File: src/rtl/lapic_tmr_pkg.sv
// ----------------------------------------------------------------------------
// lapic_tmr_pkg
// Shared types and register offsets for the local interrupt controller timer.
// ----------------------------------------------------------------------------
package lapic_tmr_pkg;

    typedef enum logic [1:0] {
        OP_READ  = 2'd0,
        OP_WRITE = 2'd1,
        OP_TICK  = 2'd2
    } op_t;

    localparam logic [11:0] OFF_TPR  = 12'h080;
    localparam logic [11:0] OFF_EOI  = 12'h0B0;
    localparam logic [11:0] OFF_SPUR = 12'h0F0;
    localparam logic [11:0] OFF_LVT  = 12'h320;
    localparam logic [11:0] OFF_ICR  = 12'h380;
    localparam logic [11:0] OFF_CCR  = 12'h390;
    localparam logic [11:0] OFF_DCR  = 12'h3E0;

    localparam int unsigned SPUR_ENABLE_BIT = 8;
    localparam int unsigned LVT_MASK_BIT    = 16;
    localparam int unsigned LVT_PER_BIT     = 17;

    localparam logic [8:0] SPUR_RESET = 9'h0FF;
    localparam logic [3:0] DCR_MASK   = 4'hB;

    typedef struct packed {
        logic [1:0]  op;
        logic [11:0] offset;
        logic [31:0] data;
    } item_t;

    typedef struct packed {
        logic [31:0] read_data;
        logic        expired;
        logic        irq_pending;
        logic [7:0]  irq_vector;
    } result_t;

endpackage

File: src/rtl/lapic_tmr_core.sv
// ----------------------------------------------------------------------------
// lapic_tmr_core
// Register file, prescaler and down counter; one item handled per fire.
// ----------------------------------------------------------------------------
module lapic_tmr_core (
    input  logic                  clk,
    input  logic                  rst_n,
    input  logic                  fire,
    input  lapic_tmr_pkg::item_t   item,
    output lapic_tmr_pkg::result_t result
);
    import lapic_tmr_pkg::*;

    logic [7:0]  tpr_reg, tpr_next;
    logic [8:0]  spur_reg, spur_next;
    logic [7:0]  lvt_vector_reg, lvt_vector_next;
    logic        lvt_masked_reg, lvt_masked_next;
    logic        lvt_periodic_reg, lvt_periodic_next;
    logic [3:0]  divide_code_reg, divide_code_next;
    logic [31:0] initial_count_reg, initial_count_next;
    logic [31:0] current_count_reg, current_count_next;
    logic [6:0]  prescale_reg, prescale_next;
    logic        pending_reg, pending_next;

    logic [2:0]  div_code;
    logic [2:0]  div_shift;
    logic [7:0]  divisor;
    logic [7:0]  prescale_inc;
    logic [31:0] count_dec;
    logic [31:0] rd;
    logic        exp;

    assign div_code     = {divide_code_reg[3], divide_code_reg[1:0]};
    assign div_shift    = div_code + 3'd1;
    assign divisor      = 8'd1 << div_shift;
    assign prescale_inc = {1'b0, prescale_reg} + 8'd1;
    assign count_dec    = current_count_reg - 32'd1;

    always_comb
    begin
        tpr_next           = tpr_reg;
        spur_next          = spur_reg;
        lvt_vector_next    = lvt_vector_reg;
        lvt_masked_next    = lvt_masked_reg;
        lvt_periodic_next  = lvt_periodic_reg;
        divide_code_next   = divide_code_reg;
        initial_count_next = initial_count_reg;
        current_count_next = current_count_reg;
        prescale_next      = prescale_reg;
        pending_next       = pending_reg;
        rd                 = '0;
        exp                = 1'b0;

        case (item.op)
            OP_READ:
            begin
                case (item.offset)
                    OFF_TPR:  rd = {24'd0, tpr_reg};
                    OFF_SPUR: rd = {23'd0, spur_reg};
                    OFF_LVT:  rd = {14'd0, lvt_periodic_reg, lvt_masked_reg,
                                    8'd0, lvt_vector_reg};
                    OFF_ICR:  rd = initial_count_reg;
                    OFF_CCR:  rd = current_count_reg;
                    OFF_DCR:  rd = {28'd0, divide_code_reg};
                    default:  rd = '0;
                endcase
            end
            OP_WRITE:
            begin
                case (item.offset)
                    OFF_TPR:  tpr_next = item.data[7:0];
                    OFF_EOI:  pending_next = 1'b0;
                    OFF_SPUR: spur_next = item.data[8:0];
                    OFF_LVT:
                    begin
                        lvt_vector_next   = item.data[7:0];
                        lvt_masked_next   = item.data[LVT_MASK_BIT];
                        lvt_periodic_next = item.data[LVT_PER_BIT];
                    end
                    OFF_ICR:
                    begin
                        initial_count_next = item.data;
                        current_count_next = item.data;
                        prescale_next      = '0;
                    end
                    OFF_DCR:  divide_code_next = item.data[3:0] & DCR_MASK;
                    default:  ;
                endcase
            end
            OP_TICK:
            begin
                if (current_count_reg == 32'd0)
                begin
                    prescale_next = '0;
                end
                else if (prescale_inc < divisor)
                begin
                    prescale_next = prescale_inc[6:0];
                end
                else
                begin
                    prescale_next      = '0;
                    current_count_next = count_dec;
                    if (count_dec == 32'd0)
                    begin
                        exp = 1'b1;
                        if (!lvt_masked_reg && spur_reg[SPUR_ENABLE_BIT])
                            pending_next = 1'b1;
                        if (lvt_periodic_reg)
                            current_count_next = initial_count_reg;
                    end
                end
            end
            default: ;
        endcase
    end

    always_comb
    begin
        result.read_data   = rd;
        result.expired     = exp;
        result.irq_pending = pending_next;
        result.irq_vector  = pending_next ? lvt_vector_next : 8'd0;
    end

    always_ff @(posedge clk or negedge rst_n)
    begin
        if (!rst_n)
        begin
            tpr_reg           <= '0;
            spur_reg          <= SPUR_RESET;
            lvt_vector_reg    <= '0;
            lvt_masked_reg    <= 1'b1;
            lvt_periodic_reg  <= 1'b0;
            divide_code_reg   <= '0;
            initial_count_reg <= '0;
            current_count_reg <= '0;
            prescale_reg      <= '0;
            pending_reg       <= 1'b0;
        end
        else if (fire)
        begin
            tpr_reg           <= tpr_next;
            spur_reg          <= spur_next;
            lvt_vector_reg    <= lvt_vector_next;
            lvt_masked_reg    <= lvt_masked_next;
            lvt_periodic_reg  <= lvt_periodic_next;
            divide_code_reg   <= divide_code_next;
            initial_count_reg <= initial_count_next;
            current_count_reg <= current_count_next;
            prescale_reg      <= prescale_next;
            pending_reg       <= pending_next;
        end
    end

    a_expire_on_tick: assert property (@(posedge clk) disable iff (!rst_n)
        (fire && result.expired) |-> (item.op == OP_TICK))
        else $error("expiry outside a tick");

    a_pending_cause: assert property (@(posedge clk) disable iff (!rst_n)
        $rose(pending_reg) |-> ($past(fire) && $past(item.op) == OP_TICK
                                && !$past(lvt_masked_reg)))
        else $error("pending raised without unmasked expiry");

    a_hold_idle: assert property (@(posedge clk) disable iff (!rst_n)
        !fire |=> ($stable(current_count_reg) && $stable(pending_reg)
                   && $stable(prescale_reg)))
        else $error("state moved without an item");

    a_vector_gated: assert property (@(posedge clk) disable iff (!rst_n)
        (result.irq_vector != 8'd0) |-> result.irq_pending)
        else $error("vector shown while not pending");

endmodule

File: src/rtl/local_apic_timer.sv
// ----------------------------------------------------------------------------
// local_apic_timer
// Local interrupt controller timer: register access and bus clock ticks.
// ----------------------------------------------------------------------------
// Result path: an accepted item waits in the input register; its result is
//   registered once the result slot is free, on the edge that advances the core.
// Throughput: one item per cycle; the input register and result register
//   both advance when the result slot is empty or being taken.
// Reset: rst_n sets all timer state to reset values and clears both stages' valid flags.
// ----------------------------------------------------------------------------
module local_apic_timer (
    input  logic        clk,
    input  logic        rst_n,
    input  logic        in_valid,
    output logic        in_stall,
    input  logic [1:0]  operation,
    input  logic [11:0] reg_offset,
    input  logic [31:0] write_data,
    output logic        out_valid,
    input  logic        out_stall,
    output logic [31:0] read_data,
    output logic        expired,
    output logic        irq_pending,
    output logic [7:0]  irq_vector
);
    import lapic_tmr_pkg::*;

    logic    s1_valid_reg;
    item_t   s1_item_reg;
    logic    out_valid_reg;
    result_t out_result_reg;
    result_t core_result;
    logic    out_free;
    logic    fire;
    logic    in_take;

    assign out_free = !out_valid_reg || !out_stall;
    assign fire     = s1_valid_reg && out_free;
    assign in_stall = s1_valid_reg && !out_free;
    assign in_take  = in_valid && !in_stall;

    lapic_tmr_core u_core (
        .clk    (clk),
        .rst_n  (rst_n),
        .fire   (fire),
        .item   (s1_item_reg),
        .result (core_result)
    );

    always_ff @(posedge clk or negedge rst_n)
    begin
        if (!rst_n)
        begin
            s1_valid_reg  <= 1'b0;
            out_valid_reg <= 1'b0;
        end
        else
        begin
            if (!in_stall)
                s1_valid_reg <= in_valid;
            if (out_free)
                out_valid_reg <= fire;
        end
    end

    always_ff @(posedge clk)
    begin
        if (in_take)
            s1_item_reg <= '{op: operation, offset: reg_offset, data: write_data};
        if (fire)
            out_result_reg <= core_result;
    end

    assign out_valid   = out_valid_reg;
    assign read_data   = out_result_reg.read_data;
    assign expired     = out_result_reg.expired;
    assign irq_pending = out_result_reg.irq_pending;
    assign irq_vector  = out_result_reg.irq_vector;

endmodule
File: config.mk
export PLATFORM = sky130hd
export DESIGN_NAME = local_apic_timer
export DESIGN_NICKNAME = d
export VERILOG_FILES = /design/src/rtl/lapic_tmr_pkg.sv /design/src/rtl/lapic_tmr_core.sv /design/src/rtl/local_apic_timer.sv
export SDC_FILE = /design/constraint.sdc
export NUM_CORES = 1
export LEC_CHECK = 0
export ABC_AREA = 1
export BUFFER_PORTS_ARGS = -buffer_cell sky130_fd_sc_hd__buf_2
export CORE_UTILIZATION = 49
export DETAILED_ROUTE_END_ITERATION = 8
export GPL_ROUTABILITY_DRIVEN = 0
export GPL_TIMING_DRIVEN = 0
export PLACE_DENSITY = 0.7
export SYNTH_ARGS = -nofsm -noshare
export SYNTH_HDL_FRONTEND = slang
export SYNTH_SLANG_ARGS = --single-unit
export TNS_END_PERCENT = 1
File: constraint.sdc
create_clock -name clk -period 3.5 [get_ports clk]
set_input_delay 0.35 -clock clk [delete_from_list [all_inputs] [get_ports clk]]
set_output_delay 0.35 -clock clk [all_outputs]
set_load 0.05 [all_outputs]
# Yosys cells after proc, flatten, opt, wreduce, memory -nomap -nowiden
# Index checks and enable logic that the tools add are counted.
[totals]
ff_bits = 192
input_bits = 50
out_inout_bits = 44
elab_cells = 79
[op_classes]
n_addsub = 3
magnitude_cmp = 1
n_eq_ne = 12
shifts = 1
n_mux = 20
bitwise = 1
reduce_logical = 22
[op_table]
columns = ["operator", "n"]
rows = [
  ["one-hot mux 32 bit (6 select lines)", 1],
  ["2-to-1 mux 32 bit", 5],
  ["logical NOT 32 bit", 2],
  ["one-hot mux 32 bit (2 select lines)", 1],
  ["== test 12 x 10 -> 1 bit, second input constant", 4],
  ["== test 12 x 8 -> 1 bit, second input constant", 3],
  ["subtractor 32 x 1 -> 32 bit, second input constant", 1],
  ["2-to-1 mux 7 bit", 3],
  ["AND reduction 3 bit", 6],
  ["2-to-1 mux 8 bit", 2],
  ["one-hot mux 7 bit (2 select lines)", 1],
  ["adder 7 x 1 -> 8 bit, second input constant", 1],
  ["< comparator 8 bit", 1],
  ["left shift 1 x 3 -> 8 bit, first input constant", 1],
  ["2-to-1 mux 1 bit", 6],
  ["inequality test 2 bit, second input constant", 3],
  ["logical NOT 1 bit", 5],
  ["AND reduction 5 bit", 1],
  ["logical AND 1 bit", 4],
  ["adder 3 x 1 -> 3 bit, second input constant", 1],
  ["OR reduction 3 bit", 1],
  ["== test 2 x 1 -> 1 bit, second input constant", 1],
  ["== test 2 bit, second input constant", 1],
  ["logical NOT 2 bit", 1],
  ["other kinds (4)", 4],
]

# Longest topological paths before layout
# Gate-level depths: netlist of run 1.
[depth]
ltp_word = 7
depth_mapped = 19
depth_no_buf = 18

# Hierarchy
# A second synthesis of run 1 with hierarchy kept.
[unflattened]
hier_cells = 1223
area_unflattened_um2 = 10497.6
[by_module_without_submodules]
columns = ["module", "n_inst", "cells_per_inst", "area_per_inst_um2", "seq_area_each_um2"]
rows = [
  ["lapic_tmr_core", 1, 1123, 7759.9, 2563.7],
  ["local_apic_timer", 1, 100, 2737.6, 2692.6],
]

# Worst setup path before layout of run 1
# Ideal clock, no wire load.
[synth_timing]
path_type = "register -> register"
startpoint = "reg out_valid_reg, in the netlist out_valid"
endpoint = "reg u_core.current_count_reg[18]"
setup_ns = 0.122
t_arrival_ns = 3.871
required_ns = 3.378
path_slack_ns = -0.493
stages_incl_launch_ff = 12
n_path_buf = 1
period_less_slack_ns = 3.993
cell_sequence = "dfrtp_1 -> nand2_1 -> inv_1 -> nor2_1 -> inv_1 -> nor2_1 -> nand2_1 -> nand2_2 -> nand2_4 -> clkbuf_1 -> a21oi_1 -> a21boi_1"
[synth_between]
elab_chain_len = 4
[synth_lines]
columns = ["element", "line_no", "source"]
rows = [
  ["from (decl)", "local_apic_timer.sv:30", "logic out_valid_reg;"],
  ["from (signal assigned)", "local_apic_timer.sv:62", "out_valid_reg <= fire;"],
  ["logical NOT 1 bit", "local_apic_timer.sv:37", "assign out_free = !out_valid_reg || !out_stall;"],
  ["logical OR 1 bit", "local_apic_timer.sv:37", ""],
  ["logical AND 1 bit", "local_apic_timer.sv:38", "assign fire = s1_valid_reg && out_free;"],
  ["via fire", "local_apic_timer.sv:34", "logic fire;"],
  ["AND reduction 5 bit (no source line)", "n/a", ""],
  ["to (signal assigned)", "lapic_tmr_core.sv:150", "current_count_reg <= current_count_next;"],
  ["to (decl)", "lapic_tmr_core.sv:21", "logic [31:0] current_count_reg, current_count_next;"],
]
# The timed path passes the listed nets, and every way through them passes these cells.
# A chain may end at the register's enable or synchronous reset.

# Final worst setup path of run 1
[layout_timing]
startpoint = "reg u_core.current_count_reg[0]"
endpoint = "reg out_result_reg (netlist bit irq_vector[6]), data pin"
[layout_between]
elab_chain_len = 6
word_cells_on_any_way = 7
classes_between = "add/sub (1); mux (4); reduce/logical (2)"
[layout_lines]
columns = ["element", "line_no", "source"]
rows = [
  ["subtractor 32 x 1 -> 32 bit", "lapic_tmr_core.sv:37", "assign count_dec = current_count_reg - 32'd1;"],
  ["logical NOT 32 bit", "lapic_tmr_core.sv:104", "if (count_dec == 32'd0)"],
  ["2-to-1 mux 1 bit", "lapic_tmr_core.sv:104", ""],
  ["2-to-1 mux 1 bit", "lapic_tmr_core.sv:96", "else if (prescale_inc < divisor)"],
  ["2-to-1 mux 1 bit (*)", "lapic_tmr_core.sv:92", "if (current_count_reg == 32'd0)"],
  ["one-hot mux 1 bit (2 select lines) (*)", "lapic_tmr_core.sv:54", "case (item.op)"],
  ["to (signal assigned)", "local_apic_timer.sv:71", "out_result_reg <= core_result;"],
  ["to (decl)", "local_apic_timer.sv:31", "result_t out_result_reg;"],
]
# Every way passes the cells marked *; elsewhere a longest branch is shown, timed or not.

==> results of run 1 <==
-- power breakdown --
| group | switching, mW | internal [mW] |
|---|---|---|
| logic | 1.20 | 0.557 |
| registers | 0.337 | 2.67 |
| clock network | 0.987 | 1.04 |
| total | 2.52 | 4.27 |
-- placed cells by master (no fill, tap or decap), types with 46 or more instances in the layout --
cell type / count
o21ai_0: 93
a21oi_1: 71
nand3_1: 66
buf_2: 99
inv_1: 138
edfxtp_1: 88
nor2_1: 121
nand4_1: 46
nand2_1: 392
dfrtp_1: 95
-- worst max-delay path, stage by stage, from the launching register on --
cell	delay, ns
dfrtp_1	0.41
inv_1	0.25
ha_1	0.38
nand2_4	0.13
nor2_2	0.30
nand2_1	0.23
o21ai_1	0.19
nand2_1	0.15
nor2_1	0.22
inv_1	0.07
nor2_1	0.23
nand4_1	0.22
nand2_1	0.15
nand2_2	0.16
nor2_1	0.14
-- timing repair --
action                                  4_1_cts  5_1_grt
gates resized for setup                       0        8
hold buffers                                  1        0
endpoints found under the hold margin        37        0
endpoints found under the setup margin        0       21
-- layout make-up --
| cell class | count | area (um^2) | area share |
|---|---|---|---|
| Buffer | 49 | 269 | 0.0222 |
| Clock buffer | 18 | 439 | 0.0362 |
| Clock inverter | 14 | 168 | 0.0138 |
| Inverter | 150 | 563 | 0.0465 |
| Multi-Input combinational cell | 932 | 4530 | 0.374 |
| Sequential cell | 192 | 5260 | 0.434 |
| Tap cell | 275 | 344 | 0.0284 |
| Timing Repair Buffer | 97 | 553 | 0.0456 |
-- logic make-up (layout without fill, tap and decap cells) --
kind of cell             count (synthesis)  in the layout  synth area share
AND/OR/NAND/NOR                        683            683             0.284
AO/OA/AOI/OAI                          230            230             0.122
buffers and inverters                  199            328            0.0780
flip-flops                             192            192             0.496
adder cells (fa/ha/maj)                 14             14            0.0165
XOR/XNOR                                 5              5           0.00413
-- cells in the mapped netlist (4+ instances only) --
cell       count  area share
a21boi_1      29       0.021
a21oi_1       71       0.034
buf_2          7      0.0033
buf_6          8      0.0085
clkbuf_1      30       0.011
clkinv_1       5      0.0018
dfrtp_1       95        0.22
dfstp_2        9       0.022
edfxtp_1      88        0.25
ha_1          14       0.017
inv_1        139       0.049
inv_2          6      0.0021
nand2_1      392        0.14
nand2_2       15      0.0088
nand3_1       66       0.031
nand4_1       46       0.027
nor2_1       122       0.043
nor2_2        11      0.0065
nor2_4        11       0.012
nor3_1         8      0.0038
o2111ai_1      5      0.0041
o21ai_0       93       0.044
o21ai_1       11      0.0052
o22ai_1       11      0.0065
xor2_1         4      0.0033
-- worst min path at each step --
stage | slack, ns | cells after the start | end
3_5_place_dp | 0.37 | 1 | u_core.lvt_vector_reg[3]
6_report | 0.06 | 1 | s1_item_reg[2]
4_1_cts | 0.06 | 1 | s1_item_reg[39]
2_1_floorplan | 0.05 | 0 | out_valid
3_3_place_gp | 0.45 | 2 | out_valid
5_1_grt | 0.06 | 1 | s1_item_reg[2]
-- layer usage --
layer / global-route usage / vias to the layer above
li1: - / 4603
met4: 0.109 / 0
met1: 0.372 / 4477
met2: 0.472 / 407
met3: 0.0535 / 77
met5: 0 / -
==> run summary, run 1 <==
Status -> finished clean
Crit path from -> u_core.current_count_reg[0]
Fin area -> 0.0121 mm^2
Drt first pass iters -> 9
Post-synth EDFFs -> 88
Ant diodes -> 0
Highest clock rate -> 297 MHz
Rows -> 53
Async set or reset register ratio after synthesis -> 0.542
Final WS setup -> 0.136 ns
Yosys warns -> 0
Slew Viols, Final -> 0
Drt total wl -> 30.1 mm
Met3 wire len -> 2.07 mm
Worst-Skew Late Latency -> 0.46 ns
Crit Path Max Fanout -> 9
Reg-to-reg startpoint -> u_core.current_count_reg[0]
Die H -> 149 um
WL met2 -> 14.4 mm
Drt wl/cell -> 17.5 um
Fillers -> 1996
Initial core utilization -> 0.503
Max layer used -> met4
Total grt overflow -> 0
M1 WL -> 12.8 mm
Vias in the first global route -> 9108
RR Endpoint -> irq_vector[6]
Via-per-instance ratio -> 5.54
# DRC -> 0
Setup TNS after final layout -> 0 ns
CP arrival -> 3.68 ns
Crit end category -> register
Mapped Cells -> 1323
Setup crit end -> irq_vector[6]
Clock sinks -> 192
Top Ports -> 94
Placed cell area -> 0.0115 mm^2
Worst VDD drop -> 0.402 mV
Nets@finish -> 1503
Hpwl dp -> 22.4 mm
Worst slew margin -> 0.439
Synth Area per Inst -> 8.02 um^2
Reg2Reg Setup Slack -> 0.14 ns
Total number of H-tree levels -> 4
Drt first-iter violations -> 840
Syn_nets -> 1387
Total CTS buffers -> 17
Main synth FF type -> dfrtp_1
Max cap viols -> 0
Leakage -> 5.38 nW
Hold slack -> 0.0605 ns
Port buffer count -> 93
Minimum clock period -> 3.36 ns
Crit path required time -> 3.81 ns
Die ar. -> 0.0222 mm^2
Worst Hold Class -> primary input to register
Final setup fails -> 0
Max FFs per register -> 46
Post-synthesis cell type count -> 42
Final ANT Viol Nets -> 0
Clock root cell -> clkbuf_16
Via Count -> 9564
Initial antenna violation count -> 0
Reg2reg path depth -> 14
Sequential fraction of the synthesis area -> 0.496
Core Util, Final -> 0.575
Gr usage total -> 0.286
#FFs+latches synth -> 192
Syn-to-layout area delta -> 14.3%
CTS tree -> built
Startpoint Class -> register
Chip Width -> 149 um
Worst Tran Pin Value -> 0.840 ns
RSZ-0062 raised after global routing -> no
Clk slew on worst S/H paths -> 0.08 ns
Cell total after placement -> 1694
Cell Area, Synth -> 0.0106 mm^2
Layout Skew -> 0.0127 ns
Clock Path Buffers -> 2
Power Density -> 560 mW/mm^2
Crit share post-route -> 0.961
Largest net degree at the start of global routing -> 67
Non-Filler Instances -> 1727
Core Area -> 0.0211 mm^2
Hold Startpoint -> write_data[2]
Fin. Hold Viols -> 0
Setup WS pre-CTS -> 0.219 ns
Final Power -> 6.79 mW
WS Path Type -> register to register
Share of cells above drive strength 1 -> 0.149
First-pass GRT wire length -> 48.4 mm
Post-CTS Setup Inserts -> 0
Power figures use the tool's default switching activity.
==> run 2, diff against run 1 <==
Settings changed: RECOVER_POWER set to 100, TNS_END_PERCENT 1 to not set.
==> run 2 against run 1 <==
The flow now finishes with violations (capacitance limit, slew limit). First-iteration DRC count is 5.6% higher. Sequential cell count unchanged. Critical path depth did not move. Combinational power decreased by 2%. Die area unchanged. Via count barely moved. Count of clock-buffer cells in the layout unchanged. Hold slack gained 0.0054 ns. Critical path type unchanged. Largest power group unchanged.
==> run summary, run 2 (synthesized netlist as in run 1, its figures left out) <==
Fin. Hold Viols -> 0
Final ANT Viol Nets -> 0
Commonest non-fill, non-tap cell in the layout -> nand2_1
Register share of total power -> 0.446
Layout Skew -> 0.00850 ns
P_int -> 4.23 mW
Die H -> 149 um
Reg2Reg Setup Slack -> 0.15 ns
Most frequent cells in the layout -> nand2_1 (393), inv_1 (140), nor2_1 (121)
Worst slew margin -> -0.552
Hold slack -> 0.0659 ns
Drt first pass iters -> 5
Crit path required time -> 3.81 ns
Clk pwr share -> 0.300
Clk slew on worst S/H paths -> 0.08 ns
Core Util, Final -> 0.570
Via-per-instance ratio -> 5.54
Final Power -> 6.75 mW
Leakage -> 5.22 nW
Drt total wl -> 30.2 mm
Top Ports -> 94
Syn-to-layout area delta -> 13.3%
Drt first-iter violations -> 887
Post-CTS Setup Inserts -> 0
P_sw -> 2.51 mW
Chip Width -> 149 um
Initial core utilization -> 0.503
Largest net degree at the start of global routing -> 67
Share of cells above drive strength 1 -> 0.113
Total grt overflow -> 0
Via Count -> 9571
Worst-Skew Late Latency -> 0.45 ns
Die ar. -> 0.0222 mm^2
# DRC -> 0
Status -> finished, violations left
Failing checks -> capacitance limit, slew limit
Clock sinks -> 192
Total CTS buffers -> 17
Worst Hold Class -> primary input to register
Slew Viols, Final -> 68
First-pass GRT wire length -> 48.4 mm
Nets@finish -> 1503
Power Density -> 562 mW/mm^2
Logic pwr share -> 0.253
Drt wl/cell -> 17.5 um
Clock Path Buffers -> 2
Ant diodes -> 0
Cell total after placement -> 1694
Gr usage total -> 0.286
Initial antenna violation count -> 0
Hpwl dp -> 22.4 mm
Final setup fails -> 0
Highest clock rate -> 299 MHz
WS Path Type -> register to register
Startpoint Class -> register
RSZ-0062 raised after global routing -> no
Worst VDD drop -> 0.396 mV
Clock root cell -> clkbuf_16
Worst Tran Pin Value -> 2.33 ns
CTS tree -> built
Total number of H-tree levels -> 4
Core Area -> 0.0211 mm^2
Minimum clock period -> 3.35 ns
CP arrival -> 3.66 ns
Non-Filler Instances -> 1727
Vias in the first global route -> 9108
Max FFs per register -> 46
Rows -> 53
Port buffer count -> 93
Switching Share -> 0.373
Crit Path Max Fanout -> 9
Crit end category -> register
Max cap viols -> 2
Crit share post-route -> 0.957
==> run 2: cell count changes in the layout (fill, tap and decap cells not counted), sizes merged <==
cell	change
buf	-51
clkbuf	+51
clkinv	+1
inv	-1
==> run 2: timing repair <==
| item | 4_1_cts | 5_1_grt |
|---|---|---|
| endpoints found under the hold margin | 37 | 0 |
| hold buffers | 1 | 0 |
| endpoints found under the setup margin | 0 | 21 |
| resized for setup | 0 | 8 |
==> run 2: area by class of cell <==
cell class,instances,area [um^2]
inverters,150,563
fillers,2018,9070
clock inverters,14,168
multi-input cells,932,4530
repair buffers,97,454
flip-flops and latches,192,5260
clock buffers,18,439
well taps,275,344
plain buffers,49,268
==> run 2: worst paths after layout <==
kind	start	endpoint	cells past startpoint
min	write_data[31]	s1_item_reg[31]	1
min reg2reg	u_core.initial_count_reg[7]	u_core.initial_count_reg[7]	2
max in group asynchronous	rst_n	u_core.initial_count_reg[20]	2
max	u_core.current_count_reg[0]	irq_vector[6]	14
max reg2reg	u_core.current_count_reg[0]	irq_vector[6]	14
min in group asynchronous	rst_n	u_core.lvt_vector_reg[3]	2
==> run 2: metrics by stage <==
stage,setup slack [ns],cell area [um^2],TNS (ns)
after detailed placement,0.219,11500,0
after global placement,-0.847,11400,-53.57
after floorplan,0.305,10600,0
final,0.151,12000,0
after CTS,0.207,12100,0
after global routing,0.0294,12000,0
==> run 2: per-layer routing <==
metal / global-route usage / up-vias / share of wire
met5: 0 / - / 0
met4: 0.109 / 0 / 0.028
met3: 0.0535 / 69 / 0.073
met2: 0.472 / 390 / 0.48
met1: 0.372 / 4509 / 0.42
li1: - / 4603 / -
==> run 2: critical path, cell delays in order (launching register included) <==
cell	delay, ns
dfrtp_1	0.41
inv_1	0.25
ha_1	0.37
nand2_4	0.12
nor2_2	0.29
nand2_1	0.23
o21ai_1	0.18
nand2_1	0.14
nor2_1	0.22
inv_1	0.08
nor2_1	0.24
nand4_1	0.22
nand2_1	0.15
nand2_2	0.16
nor2_1	0.13
==> run 2: power groups by stage <==
stage | combinational (mW) | clock (mW) | sequential [mW]
after floorplan | 1.13 | 0 | 3.13
after global placement | 1.67 | 0 | 3.04
after detailed placement | 1.72 | 0 | 3.04
after CTS | 1.74 | 2.05 | 2.99
after global routing | 1.92 | 2.12 | 3.05
final | 1.71 | 2.03 | 3.01
==> run 3, diff against run 2 <==
Settings changed: PLACE_DENSITY 0.7 to 0.71, REMOVE_ABC_BUFFERS set to 1.
Clock period 3.5 ns to 3 ns, I/O delays scaled along.
==> run 3 against run 2 <==
The flow still finishes with violations (capacitance limit, slew limit). Critical endpoint unchanged. Non-clock buffer count is 17 lower. Final cell count fell by 0.35%. Count of clock-buffer cells in the layout shrank 1.
==> run summary, run 3 (synthesized netlist as in run 1, its figures left out) <==
Worst slew margin -> -0.501
Gr usage total -> 0.279
Setup WS pre-CTS -> -1.46 ns
Initial antenna violation count -> 0
RSZ-0062 raised after global routing -> yes
Largest net degree at the start of global routing -> 69
Final ANT Viol Nets -> 0
Fin. Hold Viols -> 0
Max FFs per register -> 46
CP arrival -> 3.28 ns
Leakage -> 5.38 nW
Syn-to-layout area delta -> 17.0%
Via-per-instance ratio -> 5.74
Chip Width -> 149 um
Vias in the first global route -> 9069
Crit share post-route -> 0.989
Die ar. -> 0.0222 mm^2
Power Density -> 664 mW/mm^2
Layout Skew -> 0.0137 ns
Placed cell area -> 0.0113 mm^2
Hpwl dp -> 18.9 mm
Clk slew on worst S/H paths -> 0.08 ns
Crit path required time -> 3.31 ns
First-pass GRT wire length -> 47.2 mm
Core Util, Final -> 0.588
Failing checks -> capacitance limit, slew limit
Minimum clock period -> 2.97 ns
Core Area -> 0.0211 mm^2
Total grt overflow -> 0
Crit Path Max Fanout -> 10
Most frequent cells in the layout -> nand2_1 (383), inv_1 (138), nor2_1 (115)
Drt total wl -> 31.6 mm
Port buffer count -> 93
Startpoint Class -> register
Final Power -> 8.24 mW
Total CTS buffers -> 17
Top Ports -> 94
Register area -> 0.00526 mm^2
Fin area -> 0.0124 mm^2
P_sw -> 3.15 mW
Status -> finished, violations left
Crit end category -> register
Clock sinks -> 192
# DRC -> 0
Ant diodes -> 0
Cell total after placement -> 1646
Initial core utilization -> 0.503
Highest clock rate -> 337 MHz
Die H -> 149 um
Total number of H-tree levels -> 4
Clk pwr share -> 0.304
Drt wl/cell -> 18.4 um
Slew Viols, Final -> 64
Worst VDD drop -> 0.366 mV
Worst-Skew Late Latency -> 0.46 ns
Clock Path Buffers -> 2
Drt first-iter violations -> 1059
CTS tree -> built
Switching Share -> 0.382
Multi-input gate area -> 0.00480 mm^2
Rows -> 53
P_int -> 5.09 mW
Hold slack -> 0.0148 ns
WS Path Type -> register to register
Max cap viols -> 2
Non-Filler Instances -> 1721
Nets@finish -> 1497
Final setup fails -> 0
Worst Hold Class -> primary input to register
Setup TNS after final layout -> 0 ns
Fillers -> 1889
Drt first pass iters -> 5
Register share of total power -> 0.428
Share of cells above drive strength 1 -> 0.148
Via Count -> 9874
Commonest non-fill, non-tap cell in the layout -> nand2_1
Clock root cell -> clkbuf_16
Worst Tran Pin Value -> 2.25 ns
Final WS setup -> 0.0343 ns
Logic pwr share -> 0.268
-- run 3: cell types whose count changed in the layout (fill, tap and decap cells not counted), sizes merged --
cell / before / now
bufinv: 1 / 2
clkinvlp: 2 / 0
nor3: 11 / 13
nand2: 410 / 415
nor2: 145 / 149
buf: 64 / 80
inv: 152 / 150
clkbuf: 99 / 65
clkinv: 9 / 13
-- run 3: power groups by stage --
stage	sequential, mW	combinational [mW]	clock, mW
finish	3.53	2.21	2.50
global route	3.56	2.46	2.62
CTS	3.50	2.06	2.52
detailed placement	3.54	2.01	0
global placement	3.55	1.94	0
floorplan	3.65	1.31	0
-- run 3: area by class of cell --
| class | instances | share of cell area |
|---|---|---|
| repair buffers | 129 | 0.0624 |
| inverters | 150 | 0.0460 |
| multi-input cells | 943 | 0.387 |
| flip-flops and latches | 192 | 0.424 |
| well taps | 275 | 0.0277 |
| clock inverters | 15 | 0.0189 |
| clock buffers | 17 | 0.0343 |
-- run 3: metal layers --
layer / wire length (um) / up-vias / global-route usage / share of wire
met2: 15100 / 498 / 0.468 / 0.48
met4: 1320 / 0 / 0.130 / 0.042
li1: - / 4593 / - / -
met5: 0 / - / 0 / 0
met3: 2530 / 109 / 0.0437 / 0.080
met1: 12700 / 4674 / 0.355 / 0.40
-- run 3: worst paths after layout --
check,from,to,slack [ns],cells past startpoint
setup / recovery,u_core.current_count_reg[5],irq_vector[6],0.03,15
hold / removal,reg_offset[1],s1_item_reg[33],0.01,1
setup reg to reg,u_core.current_count_reg[5],irq_vector[6],0.03,15
hold reg to reg,s1_item_reg[24],u_core.initial_count_reg[24],0.48,2
max in group asynchronous,rst_n,u_core.initial_count_reg[25],0.65,2
min in group asynchronous,rst_n,u_core.initial_count_reg[31],1.06,2
-- run 3: critical path: stages, from the launching register on --
cell	delay, ns
dfrtp_1	0.47
nor2_1	0.24
nand2_2	0.15
nor2_8	0.22
nand2_2	0.11
nor2_1	0.18
nand2_1	0.09
nand2_1	0.14
nand2_1	0.09
nor2_1	0.14
nand2_2	0.10
nor2_4	0.16
nand4_1	0.21
nand2_2	0.28
nand2_4	0.12
nor2_1	0.11
-- run 3: what timing repair did --
item | in CTS | in global routing
pin swaps | 10 | 11
resized for setup | 13 | 36
gates cloned | 6 | 5
endpoints found under the hold margin | 36 | 0
setup endpoints to repair | 118 | 45
hold buffers | 1 | 0
setup buffers | 21 | 10
